**config.mk**
```make
export PLATFORM = sky130hd
export DESIGN_NAME = ycc420_queue
export DESIGN_NICKNAME = d
export VERILOG_FILES = /design/src/design/ycc420_pkg.sv /design/src/design/ycc420_queue.sv
export SDC_FILE = /design/constraint.sdc
export NUM_CORES = 1
export LEC_CHECK = 0
export ABC_AREA = 1
export BUFFER_PORTS_ARGS = -buffer_cell sky130_fd_sc_hd__buf_2
export CAP_MARGIN = 10
export CORE_MARGIN = 2
export CORE_UTILIZATION = 25
export DETAILED_ROUTE_END_ITERATION = 8
export HOLD_SLACK_MARGIN = 0.05
export PLACE_DENSITY = 0.43
export SETUP_SLACK_MARGIN = 0.1
export SLEW_MARGIN = 20
export SYNTH_ARGS = -nofsm -noshare
export SYNTH_HDL_FRONTEND = slang
export SYNTH_SLANG_ARGS = --single-unit
```
**constraint.sdc**
```tcl
create_clock -name aclk -period 4.45 [get_ports aclk]
set_input_delay 1.335 -clock aclk [delete_from_list [all_inputs] [get_ports aclk]]
set_output_delay 1.335 -clock aclk [all_outputs]
set_load 0.03 [all_outputs]
```
**src/design/ycc420_pkg.sv**
```systemverilog
// ---------------------------------------------------------------------------
// ycc420_pkg: shared types and constants for the RGB to YCbCr 4:2:0 encoder
// Beat payload structs, JFIF fixed-point weights and default sizes.
// ---------------------------------------------------------------------------
package ycc420_pkg;

    // Configuration register
    localparam int unsigned CFG_W       = 12;
    localparam int unsigned WIDTH_RESET = 640;
    localparam int unsigned MIN_WIDTH   = 2;

    // Default sizes
    localparam int unsigned MAX_WIDTH_DEF = 2048;
    localparam int unsigned QUEUE_DEPTH   = 4;

    // JFIF weights, 16-bit fractions
    localparam logic [15:0] Y_R_WT = 16'd19595;
    localparam logic [15:0] Y_G_WT = 16'd38470;
    localparam logic [15:0] Y_B_WT = 16'd7471;
    localparam logic [15:0] CB_WT  = 16'd36962;
    localparam logic [15:0] CR_WT  = 16'd46727;
    localparam logic [7:0]  CHROMA_OFS = 8'd128;

    // Input beat
    typedef struct packed {
        logic [7:0] red;
        logic [7:0] green;
        logic [7:0] blue;
        logic       frame_start;
    } rgb_in_t;

    // Result beat
    typedef struct packed {
        logic [7:0] luma;
        logic       chroma_valid;
        logic [7:0] blue_diff;
        logic [7:0] red_diff;
    } ycc_out_t;

    // Position of a pixel within its 2x2 block
    typedef struct packed {
        logic col_odd;
        logic odd_row;
    } pix_tag_t;

    // Classified pixel handed from front to back
    typedef struct packed {
        logic [7:0] red;
        logic [7:0] green;
        logic [7:0] blue;
        pix_tag_t   tag;
    } pix_job_t;

endpackage

```
**src/design/ycc420_queue.sv**
```systemverilog
// ---------------------------------------------------------------------------
// ycc420_queue: short flop-based FIFO between front and back
// Lets the classifier and the color pipeline stall independently.
// ---------------------------------------------------------------------------
module ycc420_queue #(
    parameter int unsigned WIDTH = 32,
    parameter int unsigned DEPTH = ycc420_pkg::QUEUE_DEPTH,
    localparam int unsigned PTR_W = (DEPTH > 1) ? $clog2(DEPTH) : 1,
    localparam int unsigned CNT_W = $clog2(DEPTH + 1)
) (
    input  logic             aclk,
    input  logic             aresetn,
    input  logic             push,
    input  logic [WIDTH-1:0] push_data,
    output logic             full,
    input  logic             pop,
    output logic [WIDTH-1:0] pop_data,
    output logic             empty
);

    logic [WIDTH-1:0] slot_reg [DEPTH];
    logic [PTR_W-1:0] wr_ptr_reg, wr_ptr_next;
    logic [PTR_W-1:0] rd_ptr_reg, rd_ptr_next;
    logic [CNT_W-1:0] count_reg, count_next;

    // pointer and fill count update
    always_comb begin
        wr_ptr_next = wr_ptr_reg;
        rd_ptr_next = rd_ptr_reg;
        count_next  = count_reg;
        if (push) begin
            wr_ptr_next = (wr_ptr_reg == PTR_W'(DEPTH - 1)) ? '0 : wr_ptr_reg + PTR_W'(1);
        end
        if (pop) begin
            rd_ptr_next = (rd_ptr_reg == PTR_W'(DEPTH - 1)) ? '0 : rd_ptr_reg + PTR_W'(1);
        end
        if (push && !pop) begin
            count_next = count_reg + CNT_W'(1);
        end else if (pop && !push) begin
            count_next = count_reg - CNT_W'(1);
        end
    end

    always_ff @(posedge aclk) begin
        if (!aresetn) begin
            wr_ptr_reg <= '0;
            rd_ptr_reg <= '0;
            count_reg  <= '0;
        end else begin
            wr_ptr_reg <= wr_ptr_next;
            rd_ptr_reg <= rd_ptr_next;
            count_reg  <= count_next;
        end
    end

    // storage
    always_ff @(posedge aclk) begin
        if (push) begin
            slot_reg[wr_ptr_reg] <= push_data;
        end
    end

    assign pop_data = slot_reg[rd_ptr_reg];
    assign full     = (count_reg == CNT_W'(DEPTH));
    assign empty    = (count_reg == '0);

`ifndef ASSERT_OFF
    a_no_push_full: assert property (@(posedge aclk) disable iff (!aresetn)
        !(push && full && !pop))
        else $error("queue overflow");
    a_no_pop_empty: assert property (@(posedge aclk) disable iff (!aresetn)
        !(pop && empty))
        else $error("queue underflow");
`endif

endmodule

```
## Word level (Yosys, flattened, before mapping)

Memories as Yosys holds them, arrays and structs flattened. A register that Yosys moved wholly into a read port is not among the register bits.
Index checks and enable logic that the tools add are counted.

| storage, ports and cells | value |
|---|---|
| register bits after elaboration | 7 |
| RAM bits | 128 |
| logic and storage cells | 25 |
| memories | 1 |

| operators by class | value |
|---|---|
| $add $sub $neg | 4 |
| equal/unequal tests | 3 |
| muxes and demuxes | 8 |
| reductions and logical operators | 6 |

Memory list:

| name | words | width | rd ports | clocked after memory_dff | wr ports | line | source |
|---|---|---|---|---|---|---|---|
| slot_reg | 4 | 32 | 1 | 1 | 1 | ycc420_queue.sv:21 | `logic [WIDTH-1:0] slot_reg [DEPTH];` |

Operator list:

| cell | number |
|---|---|
| two-way mux 2 bit | 4 |
| two-way mux 3 bit | 2 |
| adder 2 x 1 -> 2 bit, second input constant | 2 |
| == test 2 bit, second input constant | 2 |
| adder 3 x 1 -> 3 bit, second input constant | 1 |
| == test 3 bit, second input constant | 1 |
| zero test 3 bit | 1 |
| subtractor 3 x 1 -> 3 bit, second input constant | 1 |
| logical AND 1 bit | 2 |
| zero test 1 bit | 2 |
| two-way mux 1 bit | 2 |
| nonzero test 2 bit | 1 |

## Logic depth before layout (Yosys ltp)

| depth | value |
|---|---|
| depth in word-level cells | 4 |
| gate-level depth with buffers | 10 |

## Least setup slack after synthesis

OpenSTA, ideal clock, no wires.

| path | value |
|---|---|
| path kind | register -> output |
| from | register (tool-made name) |
| to | output pop_data[12] |
| data arrival time | 1.178 ns |
| setup slack | 1.937 ns |
| stages on the path, launching flop included | 6 |
| buffers on the path | 2 |
| cells stage by stage | dfxtp_1 -> buf_6 -> inv_8 -> buf_6 -> nor2_1 -> o22ai_1 |

RTL lines:

| item | line | source |
|---|---|---|
| end, declared | ycc420_queue.sv:17 | `output logic [WIDTH-1:0] pop_data,` |

==> metrics.cfg <==
[routing]
dr.pass1.iters=4
route.detailed.drc=0
drt_iter0_markers=150
vias=3084
routed_via_density=4.27
wirelength_um=11800
ant_nets=0
post_drt_wl_per_cell_um=16.3

[clocking]
clk_latency_ns=0.42
cts_root_buffer=clkbuf_16
cts_buffers=17
cts_tree=built
cts_max_level=4
postCtsResizedCells=0
holdBufCountCts=0
clk_pin_slew_ns=0.06
cts.sinks=137
post_cts.repair.setup_buffers=0
cts_max_path_buffers=2

[global_route]
use_met1_pct=13.8
overflow=0
grt_pass1_wl_um=18100
gr-usage-met3_pct=3.53
grt-busiest-layer=met2
grt_use_met2_pct=18.7
grt_pass1_vias=3116
grt_max_degree=65
grt_antenna_before_repair=0
grt_usage_pct=11.2

[critical_path]
cpMaxStageDelayCell=dfxtp_2
startpoint_type=flop
arrival_ns=2.11
ff2ff_path_depth=3
r2r_slack_ns=2.77
r2r-end=slot_reg[3][15]
cp-end-kind=output port
crit_type=reg -> out
cp_max_fo=28
cpPeakStageDelay_ns=0.72
path_cells=buf_4 -> o21ai_0 -> o22ai_1 -> buf_2
r2r-start=wr_ptr_reg[0]
required_ns=3.12

[placement]
io_buffers=69
place_congestion=0.671
dpl.hpwl_um=6540
pre_cts_ws_ns=1.35

[yosys]
ys_ff_latch=137
synth.area.mux_share_pct=0
yosysUniqueCellTypes=21
synth_top_family_by_area=compound AO/OA/AOI/OAI gates
synth_compound_area_share_pct=10.5
synth_nets=411
synthAdderAreaFrac_pct=1.82
synth_area_leaders=edfxtp_1, nor2_1, o22ai_1, o21ai_0, dfxtp_1
synth_top_cell_area_share_pct=73.4
synthesis.area_mm2=0.00524
synthSimpleGateAreaFrac_pct=6.33
syn_area_per_cell_um2=14.2
synthCells=368
yosysTopAreaCell=edfxtp_1
yosys_warnings=0
synth_xor_area_share_pct=0.167
synth-seq-area-share_pct=76.9

[pwr]
finalPower_mw=3.27
p_switching_mw=0.819
power.share.clock_pct=43.6
p_int_mw=2.45
irDropWorstVdd_v=0.000254
power_frac_comb_pct=10.7
p_leak_nw=2.27
powerDensity_mw_per_mm2=512
p_seq_share_pct=45.7
p_sw_share_pct=25.0

[floorplanning]
die_x_um=149
num_rows=52
initial_core_util_pct=25.7
dieArea_mm2=0.0221
design.portCount=70
die_y_um=149
core_area_mm2=0.0204

[sta]
period_share_pct=77.3
slew-limit-headroom_pct=41.9
rsz0062_at_grt=false
fin_ws_ns=1.01
drv_slew=0
fin_skew_ns=0.0101
tightest_slew_ns=0.870
hold_viol_final=0
fin_crit_ns=3.44
clock.fmax_mhz=291
setup_viol=0
tns_ns=0

[cells_and_area]
final_layout_size_suffix_gt1_share_pct=24.5
fin_nets=483
largest_register_ffs=128
fillers=2039
synthToLayoutAreaGrowth_pct=22.0
final_cell_mix=edfxtp_1, nor2_1, buf_2
diodes=0
final_common_cell=edfxtp_1

[min_path]
hold_end=wr_ptr_reg[1]
min_path_type=reg -> reg
min_path_cells=2
hold_start=wr_ptr_reg[1]

[status]
outcome=completed

[flow_run]
drv_cap=0

[cell type report]
type	instances	area (um^2)	share of cell area (%)
clock buffers	18	429	6.72
clock inverters	14	174	2.72
inverters	16	67.6	1.06
multi-input cells	196	986	15.4
flip-flops and latches	137	4030	63.0
well taps	270	338	5.29
repair buffers	72	368	5.76
[worst max-delay path, delay by kind of cell (launching register included)]
kind / cells / cell delay, ns
DFF: 1 / 0.72
buffers and inverters: 2 / 0.58
AOI/OAI and AO/OA: 2 / 0.38
[metrics by stage]
| step | cells | utilization [%] | hold slack (ns) | area, um^2 |
|---|---|---|---|---|
| after floorplan | 368 | - | 0.490 | 5240 |
| final | 723 | 31.4 | 0.525 | 6390 |
| after CTS | 723 | 31.4 | 0.533 | 6390 |
| after global placement | 691 | 28.4 | 0.509 | 5790 |
| after detailed placement | 691 | 28.4 | 0.523 | 5790 |
| after global routing | 723 | 31.4 | 0.555 | 6390 |
[synthesized netlist by cell type]
library cell,number
o21ai_1,28
nor3_1,4
fa_1,1
o21ai_0,39
buf_2,6
clkbuf_1,1
inv_1,14
buf_6,9
o22ai_1,32
nor2_1,72
inv_8,1
dfxtp_1,9
edfxtp_1,128
nand4_1,1
nand3_1,1
nand2_1,8
xor2_1,1
ha_1,6
a21oi_1,3
inv_2,1
buf_4,3
[routing by layer]
metal,vias to the layer above,wire length [um]
met3,11,561
met1,1482,5240
met4,0,161
met5,-,0
met2,74,5820
li1,1517,-
[kinds of logic (layout without fill, tap and decap cells)]
family,count (synthesis),count (layout)
AOI/OAI and AO/OA,102,102
xor gates and xnor gates,1,1
adders and majority gates,7,7
buffers and inverters,35,120
DFF,137,137
and+or+nand+nor,86,86
[power groups by stage]
stage	clock network, mW	logic (mW)	registers, mW
floorplan	0	0.248	1.51
global placement	0	0.355	1.52
detailed placement	0	0.358	1.52
global route	1.51	0.388	1.50
CTS	1.46	0.360	1.50
finish	1.42	0.349	1.50
[how the worst max path moves through the flow]
stage | end | cells past startpoint | slack, ns
after detailed placement | pop_data[13] | 4 | 1.35
after CTS | pop_data[13] | 4 | 0.89
after global routing | pop_data[13] | 4 | 0.81
after floorplan | pop_data[12] | 5 | 1.94
final | pop_data[13] | 4 | 1.01
after global placement | pop_data[13] | 4 | 1.35
No activity file was read; power rests on OpenSTA's default activity.
