--- src/design/ycc420_pkg.sv ---
// ---------------------------------------------------------------------------
// ycc420_pkg: shared types and constants for the RGB to YCbCr 4:2:0 encoder
// Beat payload structs, JFIF fixed-point weights and default sizes.
// ---------------------------------------------------------------------------
package ycc420_pkg;

    // Configuration register
    localparam int unsigned CFG_W       = 12;
    localparam int unsigned WIDTH_RESET = 640;
    localparam int unsigned MIN_WIDTH   = 2;

    // Default sizes
    localparam int unsigned MAX_WIDTH_DEF = 2048;
    localparam int unsigned QUEUE_DEPTH   = 4;

    // JFIF weights, 16-bit fractions
    localparam logic [15:0] Y_R_WT = 16'd19595;
    localparam logic [15:0] Y_G_WT = 16'd38470;
    localparam logic [15:0] Y_B_WT = 16'd7471;
    localparam logic [15:0] CB_WT  = 16'd36962;
    localparam logic [15:0] CR_WT  = 16'd46727;
    localparam logic [7:0]  CHROMA_OFS = 8'd128;

    // Input beat
    typedef struct packed {
        logic [7:0] red;
        logic [7:0] green;
        logic [7:0] blue;
        logic       frame_start;
    } rgb_in_t;

    // Result beat
    typedef struct packed {
        logic [7:0] luma;
        logic       chroma_valid;
        logic [7:0] blue_diff;
        logic [7:0] red_diff;
    } ycc_out_t;

    // Position of a pixel within its 2x2 block
    typedef struct packed {
        logic col_odd;
        logic odd_row;
    } pix_tag_t;

    // Classified pixel handed from front to back
    typedef struct packed {
        logic [7:0] red;
        logic [7:0] green;
        logic [7:0] blue;
        pix_tag_t   tag;
    } pix_job_t;

endpackage

--- src/design/ycc420_front.sv ---
// ---------------------------------------------------------------------------
// ycc420_front: input side, raster position tracking
// Holds the line width register, tracks column and row parity and tags
// each accepted beat with its place in the 2x2 block and its line slot.
// ---------------------------------------------------------------------------
module ycc420_front #(
    parameter int unsigned MAX_WIDTH = ycc420_pkg::MAX_WIDTH_DEF,
    localparam int unsigned COL_W      = $clog2(MAX_WIDTH),
    localparam int unsigned LINE_DEPTH = MAX_WIDTH / 2,
    localparam int unsigned ADDR_W     = (LINE_DEPTH > 1) ? $clog2(LINE_DEPTH) : 1,
    localparam int unsigned CW = ((ycc420_pkg::CFG_W > COL_W) ? ycc420_pkg::CFG_W : COL_W) + 1
) (
    input  logic                           aclk,
    input  logic                           aresetn,
    input  logic                           cfg_wr_en,
    input  logic [ycc420_pkg::CFG_W-1:0]   cfg_wr_data,
    input  logic                           s_valid,
    output logic                           s_ready,
    input  ycc420_pkg::rgb_in_t            s_data,
    input  logic                           q_full,
    output logic                           q_push,
    output ycc420_pkg::pix_job_t           q_job,
    output logic [ADDR_W-1:0]              q_addr
);

    logic [ycc420_pkg::CFG_W-1:0] width_reg;
    logic [COL_W-1:0]             col_reg, col_next;
    logic                         odd_row_reg, odd_row_next;

    logic [CW-1:0]    width_raw;
    logic [CW-1:0]    width_eff;
    logic [COL_W-1:0] col_cur;
    logic             odd_cur;
    logic [CW-1:0]    col_inc;
    logic [COL_W-1:0] pair_idx;
    logic [COL_W-1:0] pair_wrap;
    logic             accept;

    // width register
    always_ff @(posedge aclk) begin
        if (!aresetn) begin
            width_reg <= ycc420_pkg::CFG_W'(ycc420_pkg::WIDTH_RESET);
        end else if (cfg_wr_en) begin
            width_reg <= cfg_wr_data;
        end
    end

    assign s_ready = !q_full && aresetn;
    assign accept  = s_valid && s_ready;

    // clamp width, advance position
    always_comb begin
        width_raw = CW'(width_reg);
        if (width_raw < CW'(ycc420_pkg::MIN_WIDTH)) begin
            width_eff = CW'(ycc420_pkg::MIN_WIDTH);
        end else if (width_raw > CW'(MAX_WIDTH)) begin
            width_eff = CW'(MAX_WIDTH);
        end else begin
            width_eff = width_raw;
        end

        col_cur = s_data.frame_start ? '0 : col_reg;
        odd_cur = s_data.frame_start ? 1'b0 : odd_row_reg;
        col_inc = CW'(col_cur) + CW'(1);

        if (col_inc >= width_eff) begin
            col_next     = '0;
            odd_row_next = !odd_cur;
        end else begin
            col_next     = col_inc[COL_W-1:0];
            odd_row_next = odd_cur;
        end
    end

    always_ff @(posedge aclk) begin
        if (!aresetn) begin
            col_reg     <= '0;
            odd_row_reg <= 1'b0;
        end else if (accept) begin
            col_reg     <= col_next;
            odd_row_reg <= odd_row_next;
        end
    end

    // line slot of the pair, folded into the store depth
    always_comb begin
        pair_idx = col_cur >> 1;
        if (pair_idx >= COL_W'(LINE_DEPTH)) begin
            pair_wrap = pair_idx - COL_W'(LINE_DEPTH);
        end else begin
            pair_wrap = pair_idx;
        end
    end

    assign q_push              = accept;
    assign q_addr              = pair_wrap[ADDR_W-1:0];
    assign q_job.red           = s_data.red;
    assign q_job.green         = s_data.green;
    assign q_job.blue          = s_data.blue;
    assign q_job.tag.col_odd   = col_cur[0];
    assign q_job.tag.odd_row   = odd_cur;

endmodule

--- config.mk ---
export PLATFORM = sky130hd
export DESIGN_NAME = ycc420_front
export DESIGN_NICKNAME = d
export VERILOG_FILES = /design/src/design/ycc420_pkg.sv /design/src/design/ycc420_front.sv
export SDC_FILE = /design/constraint.sdc
export NUM_CORES = 1
export LEC_CHECK = 0
export BUFFER_PORTS_ARGS = -buffer_cell sky130_fd_sc_hd__buf_2
export CAP_MARGIN = 25
export CORE_ASPECT_RATIO = 0.9
export CORE_UTILIZATION = 30
export DETAILED_ROUTE_END_ITERATION = 12
export PLACE_DENSITY_LB_ADDON = 0.08
export SYNTH_ARGS = -nofsm -noshare
export SYNTH_HDL_FRONTEND = slang
export SYNTH_SLANG_ARGS = --single-unit
--- constraint.sdc ---
create_clock -name aclk -period 3.15 [get_ports aclk]
set_input_delay 0.63 -clock aclk [delete_from_list [all_inputs] [get_ports aclk]]
set_output_delay 0.63 -clock aclk [all_outputs]
set_load 0.01 [all_outputs]
Word-level counts from Yosys, hierarchy flattened. Index checks and enable logic that the tools add are counted.

Bits in registers: 24. Bits in latches: 0. RAM bits: 0. Memory bits (read-only): 0. Input bits: 42. Output and inout port bits: 38. Word-level logic and storage cells: 20. Memories kept: 0.

Add/subtract/negate cells: 2. Multipliers: 0. Divide/modulo/power cells: 0. Magnitude comparators: 4. Eq/ne operators: 0. Shift operators: 0. Mux-type cells: 7. Bitwise logic cells: 0. Reduce and logical (&&, ||, !) cells: 4.

Operators by type and width (count): 2-to-1 mux 12 bit (2); 2-to-1 mux 11 bit (2); greater-or-equal comparator 12 x 13 -> 1 bit (1); adder 11 x 1 -> 12 bit, second input constant (1); > comparator 12 bit, second input constant (1); less-than comparator 12 x 2 -> 1 bit, second input constant (1); greater-or-equal comparator 10 x 11 -> 1 bit, second input constant (1); 2-to-1 mux 10 bit (1); subtractor 10 x 1 -> 10 bit, second input constant (1); logical AND 1 bit (2); logical NOT 1 bit (2); 2-to-1 mux 1 bit (2).

Depth between registers and ports, before layout.
Depth after elaboration: 5. Gate-level depth with buffers: 14. Depth with buffers taken out: 12.

Worst setup path after synthesis. Ideal clock, no wire load.

Path type: input to register. Start: in s_data[0] in the netlist's numbering. End: reg col_reg[7]. Setup time: 0.115 ns. Arrival: 3.144 ns. Required time: 3.035 ns. Slack: -0.109 ns. Cell stages on the path: 14. Path buffers: 2. Path through: buf_2 > nor2b_1 > ha_1 > nand4_1 > nor2_1 > nand3_1 > xnor2_1 > ha_1 > nand4_1 > a211oi_2 > a221oi_4 > and2_1 > buf_4 > a31o_1.

RTL lines: start: declaration (RTL line ycc420_front.sv:19) `input ycc420_pkg::rgb_in_t s_data,`; end signal: assignment (RTL line ycc420_front.sv:80) `col_reg <= col_next;`; end: declaration (RTL line ycc420_front.sv:27) `logic [COL_W-1:0] col_reg, col_next;`.

Worst setup path in the final report.
Start: in s_data[0] in the netlist's numbering. End: reg col_reg[3].

Word-level cells in the longest chain between the ends: 4.

RTL lines: 2-to-1 mux 11 bit (*) (RTL line ycc420_front.sv:62) `col_cur = s_data.frame_start ? '0 : col_reg;`; adder 11 x 1 -> 12 bit (*) (RTL line ycc420_front.sv:64) `col_inc = CW'(col_cur) + CW'(1);`; greater-or-equal comparator 12 x 13 -> 1 bit (RTL line ycc420_front.sv:66) `if (col_inc >= width_eff) begin`; 2-to-1 mux 11 bit (*) (RTL line ycc420_front.sv:66).

Mark *: on every way between the ends. The rest lies on a longest branch, timed or not. A chain may end at the register's enable or synchronous reset.

==> flow_metrics.tcl <==
set metrics [dict create \
    relSlewSlack 0.7276 \
    wl_per_cell_um 13.85 \
    rsz0062_at_grt "no" \
    fin_skew_ns 0.004343 \
    setup_viol_count_final 0 \
    p_leak_nw 0.9005 \
    fin_ws_ns 0.2565 \
    async_reset_ff_frac 0 \
    overflow 0 \
    netlist-cell-type-count 33 \
    antenna_cells 0 \
    intPower_w 0.0004378 \
    synth_nets 258 \
    syn_area_sq_mm 0.001738 \
    vdd_ir_drop_max_v 0.0001636 \
    clkLatencyLatePin_ns 0.26 \
    ys_seq_elements 24 \
    powerDensity_mw_per_mm2 306.9 \
    crit_fanout 6 \
    drv_slew 0 \
    cp_top_family "simple AND/OR/NAND/NOR gates" \
    drive_gt1_frac 0.2511 \
    yosysTopAreaCellShare 0.2765 \
    synth-edff-count 0 \
    yosysWarningCount 0 \
    cts_tree "built" \
    die_width_um 82.23 \
    hold_class "register to register" \
    track_usage 0.1389 \
    postCtsHoldBufs 0 \
    die_y_um 74.21 \
    seq_power_share 0.547 \
    cts_resized 0 \
    multi_input_area_sq_mm 0.001027 \
    tightest_slew_ns 0.4085 \
    combPwrFrac 0.142 \
    grt_pass1_vias 1378 \
    fin_crit_ns 2.894 \
    core_area_sq_mm 0.005411 \
    syn_to_final_growth_pct 10.01 \
    dp_hpwl_um 3204 \
    postRouteAntennaNets 0 \
    critPathCaptureType "register" \
    cts_setup_buffers 0 \
    first_pass_iters 4 \
    yosysMostFrequentCell "buf_4" \
    switchingPower_w 0.0001490 \
    max_stage_delay_ns 0.30 \
    register_area_sq_um 480.5 \
    total_power_w 0.0005868 \
    crit_buf_inv 2 \
    fillers 567 \
    cp_data_required_time_ns 3.34 \
    finalCritPeriodShare 0.9186 \
    cpMostUsedCell "nand4_1" \
    start_util 0.3212 \
    antenna_found_initial 0 \
    place.gp.congestion 0.7711 \
    grt_pass1_wl_um 6527 \
    largest_reg_flops 12 \
    place_inst 283 \
    ios 80 \
    htreeDepth 1 \
    via_per_inst 4.916 \
    outcome "completed" \
    cts_buffer_depth 2 \
    num_vias 1406 \
    crit_chain "buf_2, nor2b_2, ha_1, nand4_1, nor2_1, nand3_1, xnor2_1, ha_1, nand4_1, a211oi_2, a221oi_4, buf_4, nand4_1, a21boi_0" \
    stdcell_area_sq_mm 0.001912 \
    rows 25 \
    clkPwrFrac 0.311 \
    fp.dieArea_sq_mm 0.006102 \
    nets 276 \
    switching_share 0.2539 \
    cts_sinks 24 \
    dpl_worst_slack_ns -0.003751 \
    synth_commonest_cells "buf_4 (26), dfxtp_1 (24), nand2_1 (23)" \
    netlist_top_cells_area "dfxtp_1 (28%), buf_4 (11%), ha_1 (9.4%)" \
    maxCapViolCount 0 \
    synth_area_leader_cell "dfxtp_1" \
    placed_cell_area_sq_mm 0.001871 \
    ys_seq_area_frac 0.2765 \
    drc_errors 0 \
    avgSynthCellArea_sq_um 8.561 \
    arrival_ns 3.08 \
    hold_viol_final 0 \
    wirelength_um 3960 \
    slowest_stage "ha_1" \
    cts_root_buf "clkbuf_8" \
    worst_hold_slack_ns 0.4801 \
    stdcell_count 286 \
    numPortBuffers 31 \
    path_class "input port to register" \
    startpoint_type "input port" \
    cts_made_buffers 3 \
    fmax_mhz 345.6 \
    synth_flop_cell "dfxtp_1" \
    syn_inst 203 \
    grt_max_degree 27 \
    first_iter_violations 41 \
    clk_pin_slew_worst_paths_ns 0.08 \
]
==> worst reg2reg max path, stage by stage (launching register included) <==
cell      delay (ns)
dfxtp_1         0.37
nor2b_2         0.20
ha_1            0.18
nand4_1         0.10
nor2_1          0.20
nand3_1         0.12
xnor2_1         0.28
ha_1            0.30
nand4_1         0.10
a211oi_2        0.07
a221oi_4        0.30
buf_4           0.19
nand4_1         0.11
a21boi_0        0.19
==> path summary, 6_finish.rpt <==
check / slack (ns) / to / cells after the start / startpoint
setup / recovery: 0.26 / col_reg[3] / 14 / s_data[0]
hold / removal: 0.48 / col_reg[6] / 2 / col_reg[6]
hold reg to reg: 0.48 / col_reg[6] / 2 / col_reg[6]
setup reg to reg: 0.35 / col_reg[3] / 13 / col_reg[1]
==> through the flow <==
stage	setup TNS [ns]	util
final	0	0.3533
after global routing	0	0.3533
after CTS	0	0.3533
after detailed placement	-0.01222	0.3457
after global placement	0	0.3457
after floorplan	0	-
==> per-layer routing <==
layer | part of all wire | vias to the layer above | GRT usage
met5 | 0 | - | 0
li1 | - | 710 | -
met4 | 0.018 | 0 | 0.03119
met3 | 0.046 | 16 | 0.03067
met1 | 0.50 | 644 | 0.1917
met2 | 0.44 | 36 | 0.2204
==> final cells by class <==
type	count	share of cell area
timing repair buffer	45	0.1361
sequential	24	0.2513
multi-input combinational	142	0.5373
inverter	5	0.009817
clock buffer	3	0.02160
tap	67	0.04385
==> power by group through the flow <==
| stage | Clock [W] | Sequential (W) | Combinational [W] |
|---|---|---|---|
| after floorplan | 0 | 0.000326 | 0.0000861 |
| after global placement | 0 | 0.000328 | 0.0000816 |
| after detailed placement | 0 | 0.000328 | 0.0000841 |
| after CTS | 0.000193 | 0.000321 | 0.0000845 |
| after global routing | 0.000202 | 0.000322 | 0.0000941 |
| final | 0.000182 | 0.000321 | 0.0000835 |
==> layout by cell type (no fill, tap or decap), types with 5 or more instances in the layout <==
master	instances
buf_2	31
dfxtp_1	24
nand2_1	23
nor2b_1	19
buf_4	14
ha_1	13
mux2i_1	12
and3_1	9
nor2_1	7
nand4_1	7
nand3_1	6
a21boi_0	6
xor2_1	5
o21ai_0	5
a31o_1	5
==> kinds of logic after synthesis <==
kind of cell,synth area share
and+or+nand+nor,0.2621
xor gates and xnor gates,0.04535
AOI/OAI and AO/OA,0.1152
buffers and inverters,0.1382
DFF,0.2765
adders and majority gates,0.09359
muxes,0.06912
(Power assumes the default switching activity.)
